==> config.mk <==
export PLATFORM = sky130hd
export DESIGN_NAME = motor_speed_step_with_stall_trip_flat
export DESIGN_NICKNAME = d
export VERILOG_FILES = /design/src/sv/msst_pkg.sv /design/src/sv/msst_in_if.sv /design/src/sv/msst_out_if.sv /design/src/sv/msst_step.sv /design/src/sv/motor_speed_step_with_stall_trip.sv /design/src/flat_wrapper.sv
export SDC_FILE = /design/constraint.sdc
export NUM_CORES = 1
export LEC_CHECK = 0
export ABC_AREA = 1
export BUFFER_PORTS_ARGS = -buffer_cell sky130_fd_sc_hd__buf_2
export CAP_MARGIN = 20
export CORE_ASPECT_RATIO = 1.1
export CORE_UTILIZATION = 59
export DETAILED_ROUTE_END_ITERATION = 12
export GPL_TIMING_DRIVEN = 1
export PLACE_DENSITY_LB_ADDON = 0.15
export SLEW_MARGIN = 15
export SYNTH_ARGS = -nofsm -noshare
export SYNTH_HDL_FRONTEND = slang
export SYNTH_SLANG_ARGS = --single-unit
==> constraint.sdc <==
create_clock -name i_clk -period 12.3 [get_ports i_clk]
set_clock_uncertainty 0.05 [all_clocks]
set_input_delay 0 -clock i_clk [delete_from_list [all_inputs] [get_ports i_clk]]
set_output_delay 0 -clock i_clk [all_outputs]
set_load 0.01 [all_outputs]
==> src/sv/msst_pkg.sv <==
// Shared types and constants for the motor speed step with stall trip block.
package msst_pkg;

    localparam int unsigned CFG_IDX_W = 2;
    localparam int unsigned CFG_DATA_W = 15;

    typedef enum logic [CFG_IDX_W-1:0] {
        CFG_PWM_LEVEL   = 2'd0,
        CFG_SPEED_LEVEL = 2'd1,
        CFG_TICK_LIMIT  = 2'd2,
        CFG_SPEED_GAIN  = 2'd3
    } t_cfg_idx;

    localparam logic [7:0] COUNT_MAX = 8'd255;
    localparam logic signed [8:0] PWM_POS_MAX = 9'sd255;
    localparam logic signed [8:0] PWM_NEG_MAX = -9'sd255;
    localparam logic signed [15:0] SUM_POS_MAX = 16'sd255;
    localparam logic signed [15:0] SUM_NEG_MAX = -16'sd255;

    typedef struct packed {
        logic [7:0]  stall_pwm_level;
        logic [14:0] stall_speed_level;
        logic [7:0]  stall_tick_limit;
        logic [7:0]  speed_gain;
    } t_cfg;

    typedef struct packed {
        logic               enable_write;
        logic               enable_value;
        logic signed [15:0] target_speed;
        logic signed [15:0] measured_speed;
        logic signed [8:0]  current_pwm;
    } t_step_in;

    typedef struct packed {
        logic signed [8:0] next_pwm;
        logic              enabled_now;
        logic              stall_trip;
    } t_step_out;

endpackage

==> src/sv/msst_in_if.sv <==
// Input channel interface carrying one control tick word.
interface msst_in_if;
    logic               valid;
    logic               ready;
    logic               enable_write;
    logic               enable_value;
    logic signed [15:0] target_speed;
    logic signed [15:0] measured_speed;
    logic signed [8:0]  current_pwm;

    modport source (
        output valid, enable_write, enable_value, target_speed, measured_speed, current_pwm,
        input  ready
    );
    modport sink (
        input  valid, enable_write, enable_value, target_speed, measured_speed, current_pwm,
        output ready
    );
endinterface

==> src/sv/msst_out_if.sv <==
// Output channel interface carrying one result word.
interface msst_out_if;
    logic              valid;
    logic              ready;
    logic signed [8:0] next_pwm;
    logic              enabled_now;
    logic              stall_trip;

    modport source (
        output valid, next_pwm, enabled_now, stall_trip,
        input  ready
    );
    modport sink (
        input  valid, next_pwm, enabled_now, stall_trip,
        output ready
    );
endinterface

==> src/sv/msst_step.sv <==
// Combinational step logic: stall detection, trip counter and PWM update.
module msst_step (
    input  msst_pkg::t_cfg      i_cfg,
    input  msst_pkg::t_step_in  i_step,
    input  logic                i_enable_flag,
    input  logic [7:0]          i_stall_count,
    output msst_pkg::t_step_out o_result,
    output logic [7:0]          o_stall_count
);

    logic               en_in;
    logic signed [9:0]  pwm10;
    logic signed [9:0]  thp10;
    logic signed [16:0] spd17;
    logic signed [16:0] ths17;
    logic               stall;
    logic [7:0]         cnt_inc;
    logic               trip;
    logic               stop;
    logic [15:0]        err16;
    logic [15:0]        prod;
    logic signed [15:0] sum;
    logic signed [8:0]  clamped;
    logic signed [8:0]  shaped;

    always_comb begin
        en_in = i_step.enable_write ? i_step.enable_value : i_enable_flag;
        pwm10 = {i_step.current_pwm[8], i_step.current_pwm};
        thp10 = {2'b00, i_cfg.stall_pwm_level};
        spd17 = {i_step.measured_speed[15], i_step.measured_speed};
        ths17 = {2'b00, i_cfg.stall_speed_level};
        stall = ((pwm10 > thp10) && (spd17 < ths17))
             || ((pwm10 < -thp10) && (spd17 > -ths17));

        cnt_inc = (i_stall_count != msst_pkg::COUNT_MAX) ? i_stall_count + 8'd1
                                                         : i_stall_count;
        trip = 1'b0;
        o_stall_count = i_stall_count;
        if (en_in) begin
            if (stall) begin
                trip = (cnt_inc >= i_cfg.stall_tick_limit);
                o_stall_count = trip ? 8'd0 : cnt_inc;
            end else begin
                o_stall_count = 8'd0;
            end
        end

        stop = (i_step.target_speed == 16'sd0)
            || ((i_step.target_speed > 16'sd0) && (i_step.measured_speed < 16'sd0))
            || ((i_step.target_speed < 16'sd0) && (i_step.measured_speed > 16'sd0));

        err16 = 16'(unsigned'(i_step.target_speed) - unsigned'(i_step.measured_speed));
        prod = err16 * {8'd0, i_cfg.speed_gain};
        sum = signed'(16'({{7{i_step.current_pwm[8]}}, i_step.current_pwm} + prod));

        if (sum > msst_pkg::SUM_POS_MAX) begin
            clamped = msst_pkg::PWM_POS_MAX;
        end else if (sum < msst_pkg::SUM_NEG_MAX) begin
            clamped = msst_pkg::PWM_NEG_MAX;
        end else begin
            clamped = sum[8:0];
        end

        if (((clamped > 9'sd0) && (i_step.measured_speed < 16'sd0))
            || ((clamped < 9'sd0) && (i_step.measured_speed > 16'sd0))) begin
            shaped = 9'sd0;
        end else begin
            shaped = clamped;
        end

        o_result.next_pwm = (en_in && !trip && !stop) ? shaped : 9'sd0;
        o_result.enabled_now = en_in && !trip;
        o_result.stall_trip = trip;
    end

endmodule

==> src/sv/motor_speed_step_with_stall_trip.sv <==
// Top level of the motor speed step with stall trip block.
//
//   channel  | direction | word
//   ---------+-----------+---------------------------------------------------------
//   i_in     | sink      | enable_write, enable_value, target_speed, measured_speed,
//            |           | current_pwm
//   o_out    | source    | next_pwm, enabled_now, stall_trip
//   i_cfg_*  | write     | register index and data, no handshake
//
// Each word passes through the input register and then the result register, with one
// word accepted every cycle while the output is not stalled.
// The state update is done as a word moves from the input register to the result
// register, so the following word sees it.
// Synchronous active-low reset clears the valid flags, the enable flag, the stall
// count and the configuration registers.
// A stall on the output holds both stages and drops ready once both are full.
module motor_speed_step_with_stall_trip (
    input  logic                              i_clk,
    input  logic                              i_rst_n,
    input  logic                              i_cfg_we,
    input  logic [msst_pkg::CFG_IDX_W-1:0]    i_cfg_idx,
    input  logic [msst_pkg::CFG_DATA_W-1:0]   i_cfg_data,
    msst_in_if.sink                           i_in,
    msst_out_if.source                        o_out
);

    msst_pkg::t_cfg      r_cfg;
    logic                r_in_valid;
    msst_pkg::t_step_in  r_in;
    logic                r_out_valid;
    msst_pkg::t_step_out r_out;
    logic                r_enable_flag;
    logic [7:0]          r_stall_count;

    msst_pkg::t_step_out n_out;
    logic [7:0]          n_stall_count;
    logic                advance;

    assign advance = r_in_valid && (!r_out_valid || o_out.ready);
    assign i_in.ready = !r_in_valid || advance;

    msst_step u_step (
        .i_cfg         (r_cfg),
        .i_step        (r_in),
        .i_enable_flag (r_enable_flag),
        .i_stall_count (r_stall_count),
        .o_result      (n_out),
        .o_stall_count (n_stall_count)
    );

    always_ff @(posedge i_clk) begin
        if (!i_rst_n) begin
            r_cfg <= '0;
        end else if (i_cfg_we) begin
            case (msst_pkg::t_cfg_idx'(i_cfg_idx))
                msst_pkg::CFG_PWM_LEVEL:   r_cfg.stall_pwm_level <= i_cfg_data[7:0];
                msst_pkg::CFG_SPEED_LEVEL: r_cfg.stall_speed_level <= i_cfg_data;
                msst_pkg::CFG_TICK_LIMIT:  r_cfg.stall_tick_limit <= i_cfg_data[7:0];
                msst_pkg::CFG_SPEED_GAIN:  r_cfg.speed_gain <= i_cfg_data[7:0];
                default: begin
                end
            endcase
        end
    end

    always_ff @(posedge i_clk) begin
        if (!i_rst_n) begin
            r_in_valid <= 1'b0;
        end else if (i_in.ready) begin
            r_in_valid <= i_in.valid;
        end
    end

    always_ff @(posedge i_clk) begin
        if (i_in.valid && i_in.ready) begin
            r_in.enable_write   <= i_in.enable_write;
            r_in.enable_value   <= i_in.enable_value;
            r_in.target_speed   <= i_in.target_speed;
            r_in.measured_speed <= i_in.measured_speed;
            r_in.current_pwm    <= i_in.current_pwm;
        end
    end

    always_ff @(posedge i_clk) begin
        if (!i_rst_n) begin
            r_out_valid   <= 1'b0;
            r_enable_flag <= 1'b0;
            r_stall_count <= 8'd0;
        end else begin
            if (advance) begin
                r_out_valid   <= 1'b1;
                r_enable_flag <= n_out.enabled_now;
                r_stall_count <= n_stall_count;
            end else if (o_out.ready) begin
                r_out_valid <= 1'b0;
            end
        end
    end

    always_ff @(posedge i_clk) begin
        if (advance) begin
            r_out <= n_out;
        end
    end

    assign o_out.valid       = r_out_valid;
    assign o_out.next_pwm    = r_out.next_pwm;
    assign o_out.enabled_now = r_out.enabled_now;
    assign o_out.stall_trip  = r_out.stall_trip;

endmodule
==> src/flat_wrapper.sv <==
// flat-port wrapper written by rule: the top's interface ports become plain ports
module motor_speed_step_with_stall_trip_flat 
  (i_clk, i_rst_n, i_cfg_we, i_cfg_idx, i_cfg_data, i_in_valid, i_in_enable_write, i_in_enable_value, i_in_target_speed, i_in_measured_speed, i_in_current_pwm, i_in_ready, o_out_valid, o_out_next_pwm, o_out_enabled_now, o_out_stall_trip, o_out_ready);
  msst_in_if i_in_i ();
  msst_out_if o_out_i ();
  input  logic i_clk;
  input  logic i_rst_n;
  input  logic i_cfg_we;
  input  logic [msst_pkg::CFG_IDX_W-1:0] i_cfg_idx;
  input  logic [msst_pkg::CFG_DATA_W-1:0] i_cfg_data;
  input wire logic [$bits(i_in_i.valid)-1:0] i_in_valid;
  input wire logic [$bits(i_in_i.enable_write)-1:0] i_in_enable_write;
  input wire logic [$bits(i_in_i.enable_value)-1:0] i_in_enable_value;
  input wire logic [$bits(i_in_i.target_speed)-1:0] i_in_target_speed;
  input wire logic [$bits(i_in_i.measured_speed)-1:0] i_in_measured_speed;
  input wire logic [$bits(i_in_i.current_pwm)-1:0] i_in_current_pwm;
  output wire logic [$bits(i_in_i.ready)-1:0] i_in_ready;
  output wire logic [$bits(o_out_i.valid)-1:0] o_out_valid;
  output wire logic [$bits(o_out_i.next_pwm)-1:0] o_out_next_pwm;
  output wire logic [$bits(o_out_i.enabled_now)-1:0] o_out_enabled_now;
  output wire logic [$bits(o_out_i.stall_trip)-1:0] o_out_stall_trip;
  input wire logic [$bits(o_out_i.ready)-1:0] o_out_ready;
  assign i_in_i.valid = i_in_valid;
  assign i_in_i.enable_write = i_in_enable_write;
  assign i_in_i.enable_value = i_in_enable_value;
  assign i_in_i.target_speed = i_in_target_speed;
  assign i_in_i.measured_speed = i_in_measured_speed;
  assign i_in_i.current_pwm = i_in_current_pwm;
  assign i_in_ready = i_in_i.ready;
  assign o_out_valid = o_out_i.valid;
  assign o_out_next_pwm = o_out_i.next_pwm;
  assign o_out_enabled_now = o_out_i.enabled_now;
  assign o_out_stall_trip = o_out_i.stall_trip;
  assign o_out_i.ready = o_out_ready;
  motor_speed_step_with_stall_trip u_core (.i_clk(i_clk), .i_rst_n(i_rst_n), .i_cfg_we(i_cfg_we), .i_cfg_idx(i_cfg_idx), .i_cfg_data(i_cfg_data), .i_in(i_in_i), .o_out(o_out_i));
endmodule
==> flow_summary.ini, run 1 <==
[hold_path]
min_path_cells = 3
holdCritStartpoint = i_rst_n
hold_path.class = in -> reg

[setup_path]
cp.depth = 30
crit_type = reg -> reg
cp_slowest_cell = fa_1
cp_top_family = adder cells
startpoint = u_core.r_in[9]$_DFFE_PP_
critical_path_required_ps = 12370
end_kind = register
reg2reg_from = u_core.r_in[9]$_DFFE_PP_
critPathArrivalTime_ps = 6830
startpoint_type = register
timing.critical_path.buf_inv = 5
cpPeakStageDelay_ps = 550
r2r_cells = 30
critPathMaxFanout = 9

[cts]
clockRootBuffer = clkbuf_16
htreeDepth = 3
tritoncts = done
cts_buffers = 9
postCtsHoldBufs = 63
cts.sinks = 104
cts_resized = 0
cts_setup_buffers = 0
cts_buffer_depth = 2
clkLatencyLatePin_ps = 360
clkTransAtPathRegs_ps = 80

[synthesis]
ys_top_cells_by_count = inv_1, nand2_1, ha_1
synth_ff_type = edfxtp_1
synth.most_common_cell = inv_1
synth.avg_cell_area_um2 = 7.84
synth-seq-cells = 104
yosys.area.top_type = edfxtp_1
synth.distinct_cells = 48
synth_edf_count = 54
netlist_area_um2 = 9830
synth_top_cell_area_share_pct = 16.5
synth.area.top_cells = edfxtp_1, fa_1, ha_1
yosysSeqAreaShare_pct = 26.7
synthCells = 1255
yosysWarnings = 0
synth_nets = 1494
async_reset_ff_share_pct = 0

[detailed_routing]
viasPerCell = 5.40
drc = 0
detail_route.iter0.violations = 495
routed_wirelength_um = 24600
vias = 8645
ant_nets = 0
dr.pass1.iters = 7
wl_per_cell_um = 15.4

[place]
gp_congestion = 0.909
hpwl_um = 19000
dp_slack_ps = 5600
portBuffers = 77

[sta]
worstMarginPinSlew_ps = 982
slew_headroom_pct = 34.6
finalCritPeriodShare_pct = 54.9
period_needed_ps = 6760
max_freq_ghz = 0.148
report.final.hold_viol_count = 0
slew_viol_final = 0
worst_slack_ps = 5540
rsz0062_at_grt = false
fin_setup_tns_ps = 0
finalSetupViolations = 0

[run_status]
status = finished clean

[pwr]
powerDensity_nw_per_um2 = 115
p_leak_nw = 5.61
peakVddDrop_mv = 0.0977

[global_route]
grt_pass1_wl_um = 40400
grt_start_max_net_pins = 44
grt-ovfl-total = 0
antenna_found_initial = 0
grt_use_total_pct = 30.2
grt_pass1_vias = 8653

[die]
die_area_um2 = 17200
io_pins = 78
die_w_um = 125
core_um2 = 16300
die_y_um = 137
num_rows = 49
initial_utilization_pct = 60.3

[final_layout]
antenna_cells = 0
drive_above_1_share_pct = 9.45
final_nets = 1631
fillCellCount = 1305
area_growth_pct = 15.3

[job]
max_cap_violations = 0
-- power breakdown --
part	internal, mW	switching (mW)
logic	0.229	0.391
registers	0.387	0.0180
clock network	0.141	0.140
-- registers in the layout (all words and copies together) (netlist names) --
register                  count
u_core.r_stall_count          8
u_core.r_cfg                 39
u_core.o_out.enabled_now      1
u_core.r_in_valid             1
u_core.o_out.stall_trip       1
u_core.r_in                  43
u_core.r_enable_flag          1
u_core.o_out.next_pwm         9
u_core.o_out.valid            1
-- cell families (layout without fill, tap and decap cells) --
| logic type | after synthesis | after routing | share of synthesized area [%] |
|---|---|---|---|
| flops | 104 | 104 | 26.7 |
| simple gates | 474 | 474 | 21.2 |
| fa+ha+maj | 174 | 174 | 27.9 |
| xor+xnor | 42 | 42 | 3.82 |
| buf+inv | 289 | 431 | 11.0 |
| mux | 1 | 1 | 0.115 |
| compound gates | 171 | 171 | 9.34 |
-- routing by layer --
metal	up-vias	share of wire [%]	global-route usage (%)
met5	-	0	0
met4	0	4.2	15.7
met3	56	6.3	5.83
met2	286	50	54.2
met1	4044	40	34.6
li1	4259	-	-
-- final timing paths --
| path | end | slack (ps) |
|---|---|---|
| hold / removal | u_core.r_cfg[9]$_SDFFE_PN0P_ | 130 |
| setup reg to reg | u_core.o_out.next_pwm[2]$_SDFFCE_PP0P_ | 5540 |
| hold reg to reg | u_core.r_cfg[10]$_SDFFE_PN0P_ | 420 |
| setup / recovery | u_core.o_out.next_pwm[2]$_SDFFCE_PP0P_ | 5540 |
-- cells in the final DEF, fill, tap and decap left out, drive strengths merged, types with 2 or more instances in the layout --
master / instances
inv: 274
nand2: 255
nor2: 110
ha: 99
a21oi: 94
buf: 78
fa: 75
dlygate4sd3: 63
nand3: 59
o21ai: 57
edfxtp: 54
dfxtp: 50
xor2: 36
nand4: 17
nor3: 14
nor4: 11
clkbuf: 10
xnor2: 6
clkinv: 5
nand3b: 3
o211ai: 3
o21a: 3
o2111ai: 2
a21o: 2
or2: 2
nor3b: 2
-- through the flow --
step	hold WS [ps]	area (um^2)	utilization [%]	std cells	total power, mW
floorplan	48.9	9830	-	1255	0.868
global placement	126	10400	63.9	1522	1.00
detailed placement	128	10400	63.9	1522	1.01
CTS	116	11300	69.5	1601	1.31
global route	162	11300	69.5	1601	1.42
finish	128	11300	69.5	1601	1.31
-- tightest hold or removal path, delay by kind of cell --
kind	cells	cell delay [ps]
buffers and inverters	1	290
AOI/OAI and AO/OA	2	200
-- cell type report --
class | instances | area (um^2) | share of cell area [%]
Clock inverter | 6 | 50.0 | 0.442
Sequential cell | 104 | 2620 | 23.1
Clock buffer | 10 | 229 | 2.02
Inverter | 274 | 1030 | 9.07
Tap cell | 204 | 255 | 2.25
Timing Repair Buffer | 141 | 1020 | 9.03
Multi-Input combinational cell | 862 | 6130 | 54.0
Power figures use the tool's default switching activity.
==> run 2, diff against run 1 <==
--- a/config.mk
+++ b/config.mk
@@ -5,7 +5,7 @@
 export SDC_FILE = /design/constraint.sdc
 export NUM_CORES = 1
 export LEC_CHECK = 0
-export ABC_AREA = 1
+export ABC_AREA = 0
 export BUFFER_PORTS_ARGS = -buffer_cell sky130_fd_sc_hd__buf_2
 export CAP_MARGIN = 20
 export CORE_ASPECT_RATIO = 1.1
==> constraint.sdc (replaced) <==
create_clock -name i_clk -period 6.81 [get_ports i_clk]
set_clock_uncertainty 0.05 [all_clocks]
set_input_delay 0 -clock i_clk [delete_from_list [all_inputs] [get_ports i_clk]]
set_output_delay 0 -clock i_clk [all_outputs]
set_load 0.01 [all_outputs]
==> run 2 against run 1 <==
The flow now finishes with violations (setup timing). Sequential cell count stayed put. Utilization increased by 6.7 points. Clock power grew 110%. Largest cell class unchanged. Largest power group unchanged. Highest routed layer unchanged.
==> flow_summary.ini, run 2 <==
[sta]
worst_slack_ps = -74.7
period_needed_ps = 6880
slew_headroom_pct = 30.9
report.final.hold_viol_count = 0
holdWs_ps = 162
slew_viol_final = 0
worstMarginPinSlew_ps = 1040
finalSetupViolations = 8
max_freq_ghz = 0.145
finalCritPeriodShare_pct = 101
rsz0062_at_grt = true

[setup_path]
reg2reg_from = u_core.r_in[26]$_DFFE_PP_
crit_type = reg -> reg
timing.critical_path.buf_inv = 4
r2r-end = u_core.o_out.next_pwm[3]$_SDFFCE_PP0P_
r2r_cells = 26
critical_path_required_ps = 6950
end_kind = register
critPathArrivalTime_ps = 7030
ff2ff_setup_slack_ps = -70
cp_slowest_cell = fa_1
startpoint_type = register
critPathMaxFanout = 7
path_common_cell = fa_1
cpPeakStageDelay_ps = 570
cp_top_family = adder cells

[detailed_routing]
wl_per_cell_um = 16.8
vias = 8453
drc = 0
routed_wirelength_um = 25600
dr.pass1.iters = 5
viasPerCell = 5.57
detail_route.iter0.violations = 435
ant_nets = 0

[global_route]
grt_pass1_vias = 8448
grt_use_total_pct = 30.1
grt_start_max_net_pins = 51
grt-ovfl-total = 0
grt_pass1_wl_um = 41200
antenna_found_initial = 0

[synthesis]
synth.distinct_cells = 69
async_reset_ff_share_pct = 0
netlist_area_um2 = 9940
ys_top_cells_by_count = inv_1, nand2_1, ha_1
synth_ff_type = edfxtp_1
synth.most_common_cell = inv_1
synth_nets = 1328
yosysSeqAreaShare_pct = 26.4
synth.avg_cell_area_um2 = 9.13
synth.area.top_cells = edfxtp_1, fa_1, ha_1
synth_edf_count = 54
synth_top_cell_area_share_pct = 16.3
yosys.area.top_type = edfxtp_1
synth-seq-cells = 104
yosysWarnings = 0
synthCells = 1089

[die]
io_pins = 78
die_y_um = 138
core_um2 = 16400
num_rows = 49
die_w_um = 126
initial_utilization_pct = 60.5
die_area_um2 = 17400

[cts]
clockRootBuffer = clkbuf_16
cts_buffers = 9
clkTransAtPathRegs_ps = 80
cts.sinks = 104
tritoncts = done
htreeDepth = 3
clkLatencyLatePin_ps = 360
cts_buffer_depth = 2

[job]
max_cap_violations = 0

[hold_path]
min_path_cells = 4
holdCritStartpoint = i_cfg_idx[1]
hold_path.class = in -> reg
hold_end = u_core.r_cfg[17]$_SDFFE_PN0P_

[final_layout]
largest_reg_flops = 43
area_growth_pct = 26.0
antenna_cells = 0
drive_above_1_share_pct = 20.1
final_cell_mix = inv_1, nand2_1, buf_4, ha_1, buf_2
regMostFlops = u_core.r_in
final_util_pct = 76.2
stdcell_area_um2 = 12500
final_common_cell = inv_1
final_nets = 1548

[place]
portBuffers = 77
gp_congestion = 0.893
hpwl_um = 18700
place_area_um2 = 11100

[pwr]
powerDensity_nw_per_um2 = 189
peakVddDrop_mv = 0.269
total_power_mw = 2.37
p_leak_nw = 5.67

[run_status]
violations = setup timing
status = complete, but fails checks
==> run 2: what timing repair did <==
item / in CTS / in global routing
hold buffers: 61 / 0
cloned: 1 / 1
pin swaps: 12 / 51
endpoints found under the hold margin: 84 / 0
setup endpoints to repair: 9 / 9
buffers inserted: 6 / 14
gates resized for setup: 22 / 51
==> run 2: worst register-to-register path: stages (launching register included) <==
cell and delay [ps]:
edfxtp_1 420, ha_1 340, nor2b_4 140, o31a_1 330, o21a_1 190, nor2_2 140
xnor2_2 190, nand2_1 130, fa_1 570, inv_1 50, fa_1 490, inv_1 50
fa_1 520, inv_2 40, fa_1 480, ha_4 210, a211oi_4 210, nor2_2 70
o21a_1 210, nor2_2 150, xnor2_1 90, or4_1 520, or4_4 450, o21ai_2 140
o211ai_2 120, buf_6 170, nor4_4 260
==> run 2: power by group <==
part	switching [mW]	total, mW	internal [mW]
combinational	0.550	1.07	0.519
clock	0.239	0.574	0.335
sequential	0.0304	0.722	0.691
total	0.820	2.37	1.55
==> run 2: kinds of logic (layout without fill, tap and decap cells) <==
logic type	Yosys count	in the layout	synth area share, %
muxes	22	22	2.24
xor gates and xnor gates	54	55	5.41
buffers and inverters	188	412	7.21
AOI/OAI and AO/OA	173	173	11.9
adders and majority gates	174	174	27.6
DFF	104	104	26.4
and+or+nand+nor	374	374	19.3
==> run 2: metal layers <==
layer  global-route usage (%)  up-vias  part of all wire (%)
met5                        0        -                     0
met4                     12.0        0                   3.7
met3                     4.68       52                   5.4
met2                     52.5      254                    50
met1                     37.3     4045                    41
li1                         -     4102                     -
==> run 2: stage by stage <==
step           instances  setup TNS [ps]  setup WS (ps)
2_1_floorplan       1089               0           36.1
3_3_place_gp        1421            -526          -89.7
3_5_place_dp        1421           -1630           -237
4_1_cts             1505               0           7.36
5_1_grt             1518           -2600           -340
6_report            1518            -323          -74.7
==> run 2: worst max-delay path by stage <==
stage                         startpoint                                     end  slack, ps  cells past startpoint
4_1_cts        u_core.r_in[33]$_DFFE_PP_  u_core.o_out.next_pwm[2]$_SDFFCE_PP0P_          7                     26
6_report       u_core.r_in[26]$_DFFE_PP_  u_core.o_out.next_pwm[3]$_SDFFCE_PP0P_        -70                     26
5_1_grt        u_core.r_in[26]$_DFFE_PP_  u_core.o_out.next_pwm[8]$_SDFFCE_PP0P_       -340                     26
2_1_floorplan   u_core.r_in[9]$_DFFE_PP_  u_core.o_out.next_pwm[2]$_SDFFCE_PP0P_         40                     25
3_3_place_gp    u_core.r_in[9]$_DFFE_PP_  u_core.o_out.next_pwm[0]$_SDFFCE_PP0P_        -90                     27
3_5_place_dp    u_core.r_in[9]$_DFFE_PP_  u_core.o_out.next_pwm[2]$_SDFFCE_PP0P_       -240                     27
==> run 2: final cells by class <==
cell class,count,area (um^2)
Tap cell,204,255
Clock buffer,10,239
Multi-Input combinational cell,798,6980
Inverter,163,612
Fill cell,1173,3900
Clock inverter,6,91.3
Timing Repair Buffer,233,1730
Sequential cell,104,2620
